`src/rtl/core/scs_pkg.sv`:
```
`timescale 1ns / 1ps

package scs_pkg;

   // Window depth default, handed to the top level parameter
   localparam int DEFAULT_WINDOW_BYTES = 4;

   // Configuration port geometry
   localparam int CSR_ADDR_W = 5;
   localparam int CSR_DATA_W = 32;

   // Register indexes (paddr[4:2])
   localparam logic [2:0] REG_LINE_OPEN_TEXT  = 3'd0;
   localparam logic [2:0] REG_LINE_OPEN_LEN   = 3'd1;
   localparam logic [2:0] REG_BLOCK_OPEN_TEXT = 3'd2;
   localparam logic [2:0] REG_BLOCK_OPEN_LEN  = 3'd3;
   localparam logic [2:0] REG_BLOCK_CLOSE_TEXT = 3'd4;
   localparam logic [2:0] REG_BLOCK_CLOSE_LEN = 3'd5;

   // Register reset values: "//", 2, "/*", 2, "*/", 2
   localparam logic [15:0] RST_LINE_OPEN_TEXT   = 16'h2F2F;
   localparam logic [1:0]  RST_LINE_OPEN_LEN    = 2'd2;
   localparam logic [31:0] RST_BLOCK_OPEN_TEXT  = 32'h0000_2A2F;
   localparam logic [2:0]  RST_BLOCK_OPEN_LEN   = 3'd2;
   localparam logic [31:0] RST_BLOCK_CLOSE_TEXT = 32'h0000_2F2A;
   localparam logic [2:0]  RST_BLOCK_CLOSE_LEN  = 3'd2;

   // Longest delimiters the registers can describe
   localparam logic [1:0] MAX_LINE_LEN  = 2'd2;
   localparam logic [2:0] MAX_BLOCK_LEN = 3'd4;

   // Character codes
   localparam logic [7:0] CHAR_NEWLINE   = 8'h0A;
   localparam logic [7:0] CHAR_QUOTE     = 8'h22;
   localparam logic [7:0] CHAR_APOS      = 8'h27;
   localparam logic [7:0] CHAR_BACKSLASH = 8'h5C;

   // Scanner state carried from one judged byte to the next
   typedef struct packed {
      logic [1:0] skip_count;
      logic       in_block_comment;
      logic       in_line_comment;
      logic       in_quote;
      logic       in_apostrophe;
      logic       escape_pending;
      logic       found_flag;
   } scan_state_type;

   localparam scan_state_type SCAN_STATE_RESET = '{default: '0};

endpackage

```
`src/rtl/core/scs_if.sv`:
```
`timescale 1ns / 1ps

// Source text channel
interface scs_req_if;
   logic       valid;
   logic       ready;
   logic [7:0] in_byte;
   logic       end_of_text;

   modport source (output valid, output in_byte, output end_of_text, input ready);
   modport sink (input valid, input in_byte, input end_of_text, output ready);
endinterface

// Stripped text channel
interface scs_rsp_if;
   logic       valid;
   logic       ready;
   logic [7:0] out_byte;
   logic       byte_valid;
   logic       end_marker;
   logic       comments_seen;

   modport source (output valid, output out_byte, output byte_valid, output end_marker,
                   output comments_seen, input ready);
   modport sink (input valid, input out_byte, input byte_valid, input end_marker,
                 input comments_seen, output ready);
endinterface

```
`src/rtl/core/source_comment_stripper.sv`:
```
`timescale 1ns / 1ps
// Path: a kept byte passes the input register, then the result register, after the
//   transaction that completes its WINDOW_BYTES-deep lookahead window.
// Throughput: one source byte per cycle unless the result side stalls or a flush runs; the
//   final byte of a text starts a flush of the window, one judged byte per cycle, then the end marker.
// Reset: synchronous, active high; clears the stream state and loads the default
//   delimiters ("//", "/*", "*/").
module source_comment_stripper #(
   parameter int WINDOW_BYTES = scs_pkg::DEFAULT_WINDOW_BYTES
) (
   input  logic                          clock,
   input  logic                          reset,
   scs_req_if.sink                       req,
   scs_rsp_if.source                     rsp,
   input  logic                          psel,
   input  logic                          penable,
   input  logic                          pwrite,
   input  logic [scs_pkg::CSR_ADDR_W-1:0] paddr,
   input  logic [scs_pkg::CSR_DATA_W-1:0] pwdata,
   output logic [scs_pkg::CSR_DATA_W-1:0] prdata,
   output logic                          pready
);
   import scs_pkg::*;

   localparam int FILL_W    = $clog2(WINDOW_BYTES + 1);
   localparam int CMP_BYTES = (WINDOW_BYTES < 4) ? WINDOW_BYTES : 4;

   typedef logic [WINDOW_BYTES-1:0][7:0] win_type;

   // Delimiter compare at the head of the window
   function automatic logic win_match(win_type w, logic [FILL_W-1:0] f,
                                      logic [31:0] text, logic [2:0] len);
      logic m;
      m = (int'(len) <= WINDOW_BYTES);
      for (int k = 0; k < CMP_BYTES; k++) begin
         if (3'(k) < len) begin
            if (FILL_W'(k) >= f || w[k] != text[8*k +: 8]) begin
               m = 1'b0;
            end
         end
      end
      return m;
   endfunction

   // Configuration registers
   logic [15:0] line_open_text_ff;
   logic [1:0]  line_open_len_ff;
   logic [31:0] block_open_text_ff;
   logic [2:0]  block_open_len_ff;
   logic [31:0] block_close_text_ff;
   logic [2:0]  block_close_len_ff;
   logic [2:0]  csr_index;
   logic        csr_write;

   // Input register
   logic       in_valid_ff, in_valid_in;
   logic [7:0] in_byte_ff;
   logic       in_last_ff;

   // Stream state
   win_type             win_ff, win_in;
   logic [FILL_W-1:0]   fill_ff, fill_in;
   scan_state_type      state_ff, state_in;
   logic                flush_ff, flush_in;

   // Result register
   logic       rsp_valid_ff, rsp_valid_in;
   logic [7:0] out_byte_ff;
   logic       byte_valid_ff;
   logic       end_marker_ff;
   logic       comments_seen_ff;

   // Datapath
   logic              out_free;
   logic              step;
   logic              marker;
   logic              do_judge;
   win_type           view_win;
   win_type           shift_win;
   logic [FILL_W-1:0] view_fill;
   scan_state_type    judged;
   logic              emit;
   logic              taken;
   logic [7:0]        head;
   logic [1:0]        llen;
   logic [2:0]        olen;
   logic [2:0]        clen;

   // APB register access
   assign pready    = 1'b1;
   assign csr_index = paddr[CSR_ADDR_W-1:2];
   assign csr_write = psel && penable && pwrite;

   always_ff @(posedge clock) begin
      if (reset) begin
         line_open_text_ff   <= RST_LINE_OPEN_TEXT;
         line_open_len_ff    <= RST_LINE_OPEN_LEN;
         block_open_text_ff  <= RST_BLOCK_OPEN_TEXT;
         block_open_len_ff   <= RST_BLOCK_OPEN_LEN;
         block_close_text_ff <= RST_BLOCK_CLOSE_TEXT;
         block_close_len_ff  <= RST_BLOCK_CLOSE_LEN;
      end else if (csr_write) begin
         case (csr_index)
            REG_LINE_OPEN_TEXT:   line_open_text_ff   <= pwdata[15:0];
            REG_LINE_OPEN_LEN:    line_open_len_ff    <= pwdata[1:0];
            REG_BLOCK_OPEN_TEXT:  block_open_text_ff  <= pwdata;
            REG_BLOCK_OPEN_LEN:   block_open_len_ff   <= pwdata[2:0];
            REG_BLOCK_CLOSE_TEXT: block_close_text_ff <= pwdata;
            REG_BLOCK_CLOSE_LEN:  block_close_len_ff  <= pwdata[2:0];
            default: ;
         endcase
      end
   end

   always_comb begin
      case (csr_index)
         REG_LINE_OPEN_TEXT:   prdata = {16'd0, line_open_text_ff};
         REG_LINE_OPEN_LEN:    prdata = {30'd0, line_open_len_ff};
         REG_BLOCK_OPEN_TEXT:  prdata = block_open_text_ff;
         REG_BLOCK_OPEN_LEN:   prdata = {29'd0, block_open_len_ff};
         REG_BLOCK_CLOSE_TEXT: prdata = block_close_text_ff;
         REG_BLOCK_CLOSE_LEN:  prdata = {29'd0, block_close_len_ff};
         default:              prdata = '0;
      endcase
   end

   // Handshake: the result register frees a slot, the input register refills behind it
   assign out_free  = !rsp_valid_ff || rsp.ready;
   assign step      = out_free && (flush_ff || in_valid_ff);
   assign req.ready = !in_valid_ff || (out_free && !flush_ff);

   // Window as seen this cycle: stored bytes plus, outside a flush, the registered new byte
   always_comb begin
      for (int k = 0; k < WINDOW_BYTES; k++) begin
         view_win[k] = (flush_ff || FILL_W'(k) != fill_ff) ? win_ff[k] : in_byte_ff;
      end
      for (int k = 0; k < WINDOW_BYTES; k++) begin
         shift_win[k] = (k < WINDOW_BYTES - 1) ? view_win[(k + 1) % WINDOW_BYTES] : 8'd0;
      end
      view_fill = flush_ff ? fill_ff : fill_ff + FILL_W'(1);
      marker    = flush_ff && (fill_ff == '0);
      do_judge  = flush_ff ? (fill_ff != '0)
                           : (in_valid_ff && !in_last_ff
                              && view_fill == FILL_W'(WINDOW_BYTES));
   end

   // Judge the head byte
   always_comb begin
      head   = view_win[0];
      llen   = (line_open_len_ff > MAX_LINE_LEN) ? MAX_LINE_LEN : line_open_len_ff;
      olen   = (block_open_len_ff > MAX_BLOCK_LEN) ? MAX_BLOCK_LEN : block_open_len_ff;
      clen   = (block_close_len_ff > MAX_BLOCK_LEN) ? MAX_BLOCK_LEN : block_close_len_ff;
      judged = state_ff;
      emit   = 1'b0;
      taken  = 1'b0;
      if (state_ff.skip_count != 2'd0) begin
         // swallow the rest of a matched delimiter
         judged.skip_count = state_ff.skip_count - 2'd1;
      end else if (state_ff.in_line_comment) begin
         if (head == CHAR_NEWLINE) begin
            emit                   = 1'b1;
            judged.in_line_comment = 1'b0;
         end
      end else begin
         if (!state_ff.in_block_comment && !state_ff.in_quote && !state_ff.in_apostrophe) begin
            if (olen != 3'd0
                && win_match(view_win, view_fill, block_open_text_ff, olen)) begin
               judged.in_block_comment = 1'b1;
               judged.found_flag       = 1'b1;
               judged.skip_count       = 2'(olen - 3'd1);
               taken                   = 1'b1;
            end else if (llen != 2'd0
                         && win_match(view_win, view_fill, {16'd0, line_open_text_ff},
                                      {1'b0, llen})) begin
               judged.found_flag = 1'b1;
               if (head == CHAR_NEWLINE) begin
                  emit = 1'b1;
               end else begin
                  judged.in_line_comment = 1'b1;
               end
               taken = 1'b1;
            end
         end
         if (!taken) begin
            // literal tracking, escapes shield the next byte
            if (!state_ff.in_block_comment && !state_ff.escape_pending) begin
               if (head == CHAR_QUOTE && !state_ff.in_apostrophe) begin
                  judged.in_quote = !state_ff.in_quote;
               end else if (head == CHAR_APOS && !state_ff.in_quote) begin
                  judged.in_apostrophe = !state_ff.in_apostrophe;
               end
            end
            judged.escape_pending = (judged.in_quote || judged.in_apostrophe)
                                    && head == CHAR_BACKSLASH && !state_ff.escape_pending;
            if (!state_ff.in_block_comment) begin
               emit = 1'b1;
            end else if (clen != 3'd0
                         && win_match(view_win, view_fill, block_close_text_ff, clen)) begin
               judged.in_block_comment = 1'b0;
               judged.skip_count       = 2'(clen - 3'd1);
            end
         end
      end
   end

   // Next stream state
   always_comb begin
      win_in   = win_ff;
      fill_in  = fill_ff;
      state_in = state_ff;
      flush_in = flush_ff;
      if (step) begin
         if (marker) begin
            win_in   = '0;
            fill_in  = '0;
            state_in = SCAN_STATE_RESET;
            flush_in = 1'b0;
         end else begin
            win_in   = do_judge ? shift_win : view_win;
            fill_in  = view_fill - FILL_W'(do_judge);
            state_in = do_judge ? judged : state_ff;
            if (!flush_ff && in_last_ff) begin
               flush_in = 1'b1;
            end
         end
      end
   end

   always_ff @(posedge clock) begin
      if (reset) begin
         win_ff   <= '0;
         fill_ff  <= '0;
         state_ff <= SCAN_STATE_RESET;
         flush_ff <= 1'b0;
      end else begin
         win_ff   <= win_in;
         fill_ff  <= fill_in;
         state_ff <= state_in;
         flush_ff <= flush_in;
      end
   end

   // Input register
   assign in_valid_in = req.ready ? req.valid : in_valid_ff;

   always_ff @(posedge clock) begin
      if (reset) begin
         in_valid_ff <= 1'b0;
      end else begin
         in_valid_ff <= in_valid_in;
      end
   end

   always_ff @(posedge clock) begin
      if (req.valid && req.ready) begin
         in_byte_ff <= req.in_byte;
         in_last_ff <= req.end_of_text;
      end
   end

   // Result register
   assign rsp_valid_in = out_free ? (step && (marker || (do_judge && emit))) : rsp_valid_ff;

   always_ff @(posedge clock) begin
      if (reset) begin
         rsp_valid_ff <= 1'b0;
      end else begin
         rsp_valid_ff <= rsp_valid_in;
      end
   end

   always_ff @(posedge clock) begin
      if (out_free) begin
         out_byte_ff      <= marker ? 8'd0 : view_win[0];
         byte_valid_ff    <= !marker;
         end_marker_ff    <= marker;
         comments_seen_ff <= marker && state_ff.found_flag;
      end
   end

   assign rsp.valid         = rsp_valid_ff;
   assign rsp.out_byte      = out_byte_ff;
   assign rsp.byte_valid    = byte_valid_ff;
   assign rsp.end_marker    = end_marker_ff;
   assign rsp.comments_seen = comments_seen_ff;

endmodule

```
`src/flat_wrapper.sv`:
```
// flat-port wrapper written by rule: the top's interface ports become plain ports
module source_comment_stripper_flat import scs_pkg::*;
#(
   parameter int WINDOW_BYTES = scs_pkg::DEFAULT_WINDOW_BYTES
)
  (clock, reset, psel, penable, pwrite, paddr, pwdata, prdata, pready, req_valid, req_in_byte, req_end_of_text, req_ready, rsp_valid, rsp_out_byte, rsp_byte_valid, rsp_end_marker, rsp_comments_seen, rsp_ready);
  scs_req_if req_i ();
  scs_rsp_if rsp_i ();
  input  logic clock;
  input  logic reset;
  input  logic psel;
  input  logic penable;
  input  logic pwrite;
  input  logic [scs_pkg::CSR_ADDR_W-1:0] paddr;
  input  logic [scs_pkg::CSR_DATA_W-1:0] pwdata;
  output logic [scs_pkg::CSR_DATA_W-1:0] prdata;
  output logic pready;
  input wire logic [$bits(req_i.valid)-1:0] req_valid;
  input wire logic [$bits(req_i.in_byte)-1:0] req_in_byte;
  input wire logic [$bits(req_i.end_of_text)-1:0] req_end_of_text;
  output wire logic [$bits(req_i.ready)-1:0] req_ready;
  output wire logic [$bits(rsp_i.valid)-1:0] rsp_valid;
  output wire logic [$bits(rsp_i.out_byte)-1:0] rsp_out_byte;
  output wire logic [$bits(rsp_i.byte_valid)-1:0] rsp_byte_valid;
  output wire logic [$bits(rsp_i.end_marker)-1:0] rsp_end_marker;
  output wire logic [$bits(rsp_i.comments_seen)-1:0] rsp_comments_seen;
  input wire logic [$bits(rsp_i.ready)-1:0] rsp_ready;
  assign req_i.valid = req_valid;
  assign req_i.in_byte = req_in_byte;
  assign req_i.end_of_text = req_end_of_text;
  assign req_ready = req_i.ready;
  assign rsp_valid = rsp_i.valid;
  assign rsp_out_byte = rsp_i.out_byte;
  assign rsp_byte_valid = rsp_i.byte_valid;
  assign rsp_end_marker = rsp_i.end_marker;
  assign rsp_comments_seen = rsp_i.comments_seen;
  assign rsp_i.ready = rsp_ready;
  source_comment_stripper #(.WINDOW_BYTES(WINDOW_BYTES)) u_core (.clock(clock), .reset(reset), .req(req_i), .rsp(rsp_i), .psel(psel), .penable(penable), .pwrite(pwrite), .paddr(paddr), .pwdata(pwdata), .prdata(prdata), .pready(pready));
endmodule
```
`config.mk`:
```
export PLATFORM = sky130hd
export DESIGN_NAME = source_comment_stripper_flat
export DESIGN_NICKNAME = d
export VERILOG_FILES = /design/src/rtl/core/scs_pkg.sv /design/src/rtl/core/scs_if.sv /design/src/rtl/core/source_comment_stripper.sv /design/src/flat_wrapper.sv
export SDC_FILE = /design/constraint.sdc
export NUM_CORES = 1
export LEC_CHECK = 0
export CAP_MARGIN = 20
export CORE_ASPECT_RATIO = 1.2
export CORE_MARGIN = 1
export CORE_UTILIZATION = 45
export DETAILED_ROUTE_END_ITERATION = 10
export DONT_BUFFER_PORTS = 1
export PLACE_DENSITY = 0.62
export SLEW_MARGIN = 40
export SYNTH_ARGS = -nofsm -noshare
export SYNTH_HDL_FRONTEND = slang
export SYNTH_SLANG_ARGS = --single-unit
```
`constraint.sdc`:
```
create_clock -name clock -period 4.4 [get_ports clock]
set_clock_uncertainty 0.1 [all_clocks]
set_input_delay 0.44 -clock clock [delete_from_list [all_inputs] [get_ports clock]]
set_output_delay 0.44 -clock clock [all_outputs]
set_load 0.05 [all_outputs]
```
### After elaboration in Yosys (flattened, before gate mapping)

Index checks and enable logic that the tools add are counted.

* $add $sub $neg: 5
* multipliers: 0
* divide/modulo/power cells: 0
* magnitude comparators: 20
* equal/unequal tests: 27
* shifts and indexed selects: 0
* mux-type cells: 87
* bitwise gates (word level): 0
* reduce and logical (&&, ||, !) cells: 75

Operators with widths (number)
* 32-bit case mux with 6 select lines: 1
* 8-bit inequality test: 10
* 32-bit 2-to-1 mux: 2
* 1-bit 2-to-1 mux: 59
* 8-bit 2-to-1 mux: 6
* 3-bit 2-to-1 mux: 10
* 1-bit logical AND: 22
* 1-bit logical OR: 20
* 8-bit by 6-bit == test with 1-bit output (second input constant): 2
* 2-bit AND reduction: 7
* 1-bit by 3-bit less-than comparator with 1-bit output (first input constant): 4
* 2-bit by 3-bit less-than comparator with 1-bit output (first input constant): 4
* 2-bit 2-to-1 mux: 6
* 3-bit nonzero test: 4
* 2-bit nonzero test: 5
* 3-bit == test (second input constant): 3
* 1-bit logical NOT: 9
* 8-bit by 4-bit == test with 1-bit output (second input constant): 1
* 8-bit by 7-bit == test with 1-bit output (second input constant): 1
* 4-bit 2-to-1 mux: 2
* 8-bit nonzero test: 1
* 3-bit by 2-bit == test with 1-bit output (second input constant): 2
* 1-bit by 3-bit >= comparator with 1-bit output (first input constant): 2
* 2-bit by 3-bit >= comparator with 1-bit output (first input constant): 2
* 20 further kinds: 29

* register bits after elaboration: 154
* bits in latches: 0
* RAM bits: 0
* bits in read-only memories: 0
* input bits: 53
* output and inout bits: 46
* word-level logic and storage cells: 241
* memories kept: 0

### Logic depth before layout (Yosys ltp)

* word-level depth: 38
* gate-level depth with buffers: 14

### Worst setup path after synthesis

No wires, ideal clock.

* kind: input-to-output
* start: input port paddr[4] (netlist bit)
* end: output port prdata[0] (netlist bit)
* arrival: 2.733 ns
* setup slack: 1.127 ns
* cell stages on the path: 5
* path buffers: 3
* cells stage by stage: clkbuf_1 buf_1 clkbuf_1 a31oi_1 o21ai_0

* cells in the longest elaborated chain, start to end: 2
* elaborated cells between the ends (all ways): 7
* classes of those cells: eq/ne: 5; mux: 1; reduce/logical: 1

Ends and longest elaborated chain
* start: declaration: RTL line flat_wrapper.sv:14 `input logic [scs_pkg::CSR_ADDR_W-1:0] paddr;`
* 3-bit == test (tied with other cells): RTL line source_comment_stripper.sv:116 `case (csr_index)`
* 32-bit case mux with 6 select lines (*): RTL line source_comment_stripper.sv:116
* end: declaration: RTL line flat_wrapper.sv:16 `output logic [scs_pkg::CSR_DATA_W-1:0] prdata;`

Mark *: on every way between the ends. The rest lies on a longest branch, timed or not.

### Worst setup path after layout

* start: register u_core.fill_ff[0]
* end: register u_core.state_ff[6] (netlist bit)

* cells in the longest elaborated chain, start to end: 26
* elaborated cells between the ends (all ways): 98
* classes of those cells: add/sub: 1; order compare: 4; eq/ne: 15; mux: 53; reduce/logical: 25

Ends and longest elaborated chain
* start: declaration: RTL line source_comment_stripper.sv:62 `logic [FILL_W-1:0] fill_ff, fill_in;`
* start signal: assignment: RTL line source_comment_stripper.sv:237 `fill_ff <= fill_in;`
* parallel branches: the longest is 26 deep, another holds 3-bit by 1-bit adder with 3-bit output
* end signal: assignment: RTL line source_comment_stripper.sv:238 `state_ff <= state_in;`
* end: declaration: RTL line source_comment_stripper.sv:63 `scan_state_type state_ff, state_in;`

Several ways; the timed one is not identified. The select of a mux whose other input is x is not followed.
A chain may end at the register's enable or synchronous reset.

==> impl_metrics.json <==
{
  "tns_ns": 0,
  "crit_fanout": 14,
  "hold_viol_final": 0,
  "antenna_found_initial": 0,
  "clk_latency_ns": 0.43,
  "wl_per_cell_um": 20.44,
  "drt-initial-drc-count": 951,
  "setup_violations": 0,
  "hold_start": "reset",
  "r2r_cells": 11,
  "yosys.area.top_type": "dfxtp_1",
  "grt_first_pass_wirelength_mm": 44.32,
  "holdPathEnd": "u_core.block_close_len_ff[1]",
  "dieHeight_um": 154.7,
  "synth_area_mm2": 0.008741,
  "syn-num-nets": 1181,
  "synthDominantCellAreaShare_pct": 30.69,
  "io_buffers": 0,
  "pin_count": 99,
  "worstSetupPathType": "flop to flop",
  "post_cts_buffers": 0,
  "syn-instance-count": 1117,
  "totalWireLength_mm": 28.35,
  "cap_violations": 0,
  "cts_buffers": 17,
  "synthArstFlopShare_pct": 0,
  "grt_pass1_vias": 7712,
  "crit_required_ns": 4.65,
  "core_area_mm2": 0.01892,
  "reg2reg_slack_ns": 0.59,
  "ant_nets": 0,
  "drc": 0,
  "gp_congestion": 0.8957,
  "fin_crit_ns": 3.810,
  "synth_ff_type": "dfxtp_1",
  "firstDrtPassIters": 6,
  "synth.most_common_cell": "nand2_1",
  "instances_no_fill": 1387,
  "synth_edf_count": 20,
  "drv_slew": 0,
  "cts_resized": 0,
  "irDropWorstVdd_uv": 298.1,
  "clk_path_buf_depth": 2,
  "tritoncts": "built",
  "rsz0062_at_grt": "false",
  "die-area_mm2": 0.01999,
  "diodes": 0,
  "final_layout_size_suffix_gt1_share_pct": 9.461,
  "arrival_ns": 4.06,
  "start_util_pct": 46.19,
  "synthDistinctLibCells": 65,
  "p_per_area_mw_per_mm2": 361.9,
  "cellLeakagePower_nw": 3.634,
  "overflow": 0,
  "critPathLaunchType": "flop",
  "grt_max_degree": 43,
  "fin_ws_ns": 0.5903,
  "place_ws_ns": 0.4768,
  "worst_slew_pin_slew_ns": 0.8768,
  "status": "completed",
  "final_util_pct": 52.25,
  "yosysWarningCount": 0,
  "rows": 55,
  "grt_usage_pct": 29.26,
  "via_count": 8227,
  "routed_via_density": 5.932,
  "layout.nets": 1183,
  "rr_startpoint": "u_core.fill_ff[0]",
  "relSlewSlack_pct": 41.33,
  "holdBufCountCts": 14,
  "detailed_place.area_mm2": 0.009116,
  "r2r-end": "u_core.state_ff[6]",
  "cp-end-kind": "flop",
  "fmax_mhz": 262.5,
  "clkSinkCount": 154,
  "clkTransAtPathRegs_ns": 0.06,
  "dpl.cell_count": 1342,
  "netlist_top_cells_area": "dfxtp_1 31%, nand2_1 9.5%, edfxtp_1 6.9%, a21oi_1 5.7%, mux2i_1 5.2%",
  "cts.htree.levels": 4,
  "ctsRootBufferMaster": "clkbuf_16",
  "avgSynthCellArea_um2": 7.825,
  "design_area_mm2": 0.009888,
  "dpl.hpwl_mm": 19.22,
  "hold_path_class": "primary input to flop",
  "period_share_pct": 86.58,
  "area_growth_syn_to_layout_pct": 13.13,
  "dieWidth_um": 129.2,
  "hold_depth": 1,
  "synth_common_cells": "221 x nand2_1, 134 x dfxtp_1, 115 x nor2_1",
  "synth_seq_cells": 154,
  "ys_seq_area_share_pct": 37.56
}
## metal layers
metal	GRT usage, %	vias up	routed length, um
li1	-	3896	-
met4	12.27	0	844
met3	6.918	53	2256
met1	38.56	3930	12300
met2	45.49	348	12950
met5	0	-	0
## final cells by class
class	instances	area [um2]
repair buffers	55	478.0
clock inverters	9	88.84
multi-input cells	852	5096
fillers	1826	9036
well taps	256	320.3
clock buffers	22	475.5
flip-flops and latches	154	3283
inverters	39	146.4
## critical path: stages (launching register included)
cell and delay (ns):
dfxtp_1 0.38, inv_1 0.15, ha_1 0.22, nor3b_4 0.70, mux2i_2 0.65, xnor2_1 0.12
nor4_1 0.32, nand2_1 0.17, nor4_1 0.30, o211ai_1 0.22, o221a_1 0.28, nor3_1 0.11
## layout by cell type, fill, tap and decap left out, types with 14 or more instances in the layout
| cell type | n |
|---|---|
| nor3_1 | 27 |
| nand2_1 | 221 |
| buf_4 | 41 |
| mux2i_1 | 43 |
| clkbuf_16 | 18 |
| inv_1 | 38 |
| nor2b_1 | 21 |
| xor2_1 | 28 |
| a21oi_1 | 100 |
| nor2_1 | 103 |
| nand3b_1 | 25 |
| a32oi_1 | 18 |
| o21ai_0 | 19 |
| nor4_1 | 14 |
| edfxtp_1 | 20 |
| dfxtp_1 | 134 |
| xnor2_1 | 41 |
## sequential cells by signal, summed over array words and instances, names as in the netlist, 2 cells and up
| register | cells |
|---|---|
| u_core.line_open_text_ff | 16 |
| u_core.fill_ff | 3 |
| u_core.in_byte_ff | 8 |
| u_core.block_open_len_ff | 3 |
| u_core.block_close_len_ff | 3 |
| u_core.line_open_len_ff | 2 |
| u_core.state_ff | 8 |
| u_core.rsp.out_byte | 8 |
| u_core.block_open_text_ff | 32 |
| u_core.win_ff | 32 |
| u_core.block_close_text_ff | 32 |
## how the worst max path moves through the flow
| stage | endpoint | startpoint | cells past startpoint | slack [ns] |
|---|---|---|---|---|
| 2_1_floorplan | prdata[0] | paddr[4] | 5 | 1.13 |
| 3_3_place_gp | u_core.state_ff[1] | u_core.fill_ff[0] | 10 | 0.44 |
| 3_5_place_dp | u_core.state_ff[1] | u_core.fill_ff[0] | 11 | 0.48 |
| 4_1_cts | u_core.state_ff[1] | u_core.fill_ff[0] | 11 | 0.47 |
| 5_1_grt | u_core.state_ff[6] | u_core.fill_ff[0] | 11 | 0.25 |
| 6_report | u_core.state_ff[6] | u_core.fill_ff[0] | 11 | 0.59 |
## cells by family after synthesis
group / count (synthesis) / share of synthesized area [%]
fa+ha+maj: 11 / 1.575
xor+xnor: 69 / 6.914
other cells: 1 / 0.04290
buf+inv: 111 / 4.924
simple gates: 480 / 25.02
compound gates: 239 / 17.78
flops: 154 / 37.56
mux: 52 / 6.184
## power breakdown
part	switching, mW	leakage (nW)	total [mW]	internal (mW)
Sequential	0.122	1.29	1.60	1.48
Combinational	0.332	2.07	0.543	0.211
Clock	0.610	0.268	1.44	0.827
Total	1.06	3.63	3.58	2.52
## per-stage QoR
| step | power, mW | hold slack [ns] |
|---|---|---|
| finish | 3.579 | 0.01827 |
| global route | 3.691 | 0.003853 |
| CTS | 3.580 | 0.003866 |
| detailed placement | 2.124 | 0.3561 |
| global placement | 2.118 | 0.3424 |
| floorplan | 1.995 | 0.3322 |
Note: power is estimated with default switching activity, not from simulation.
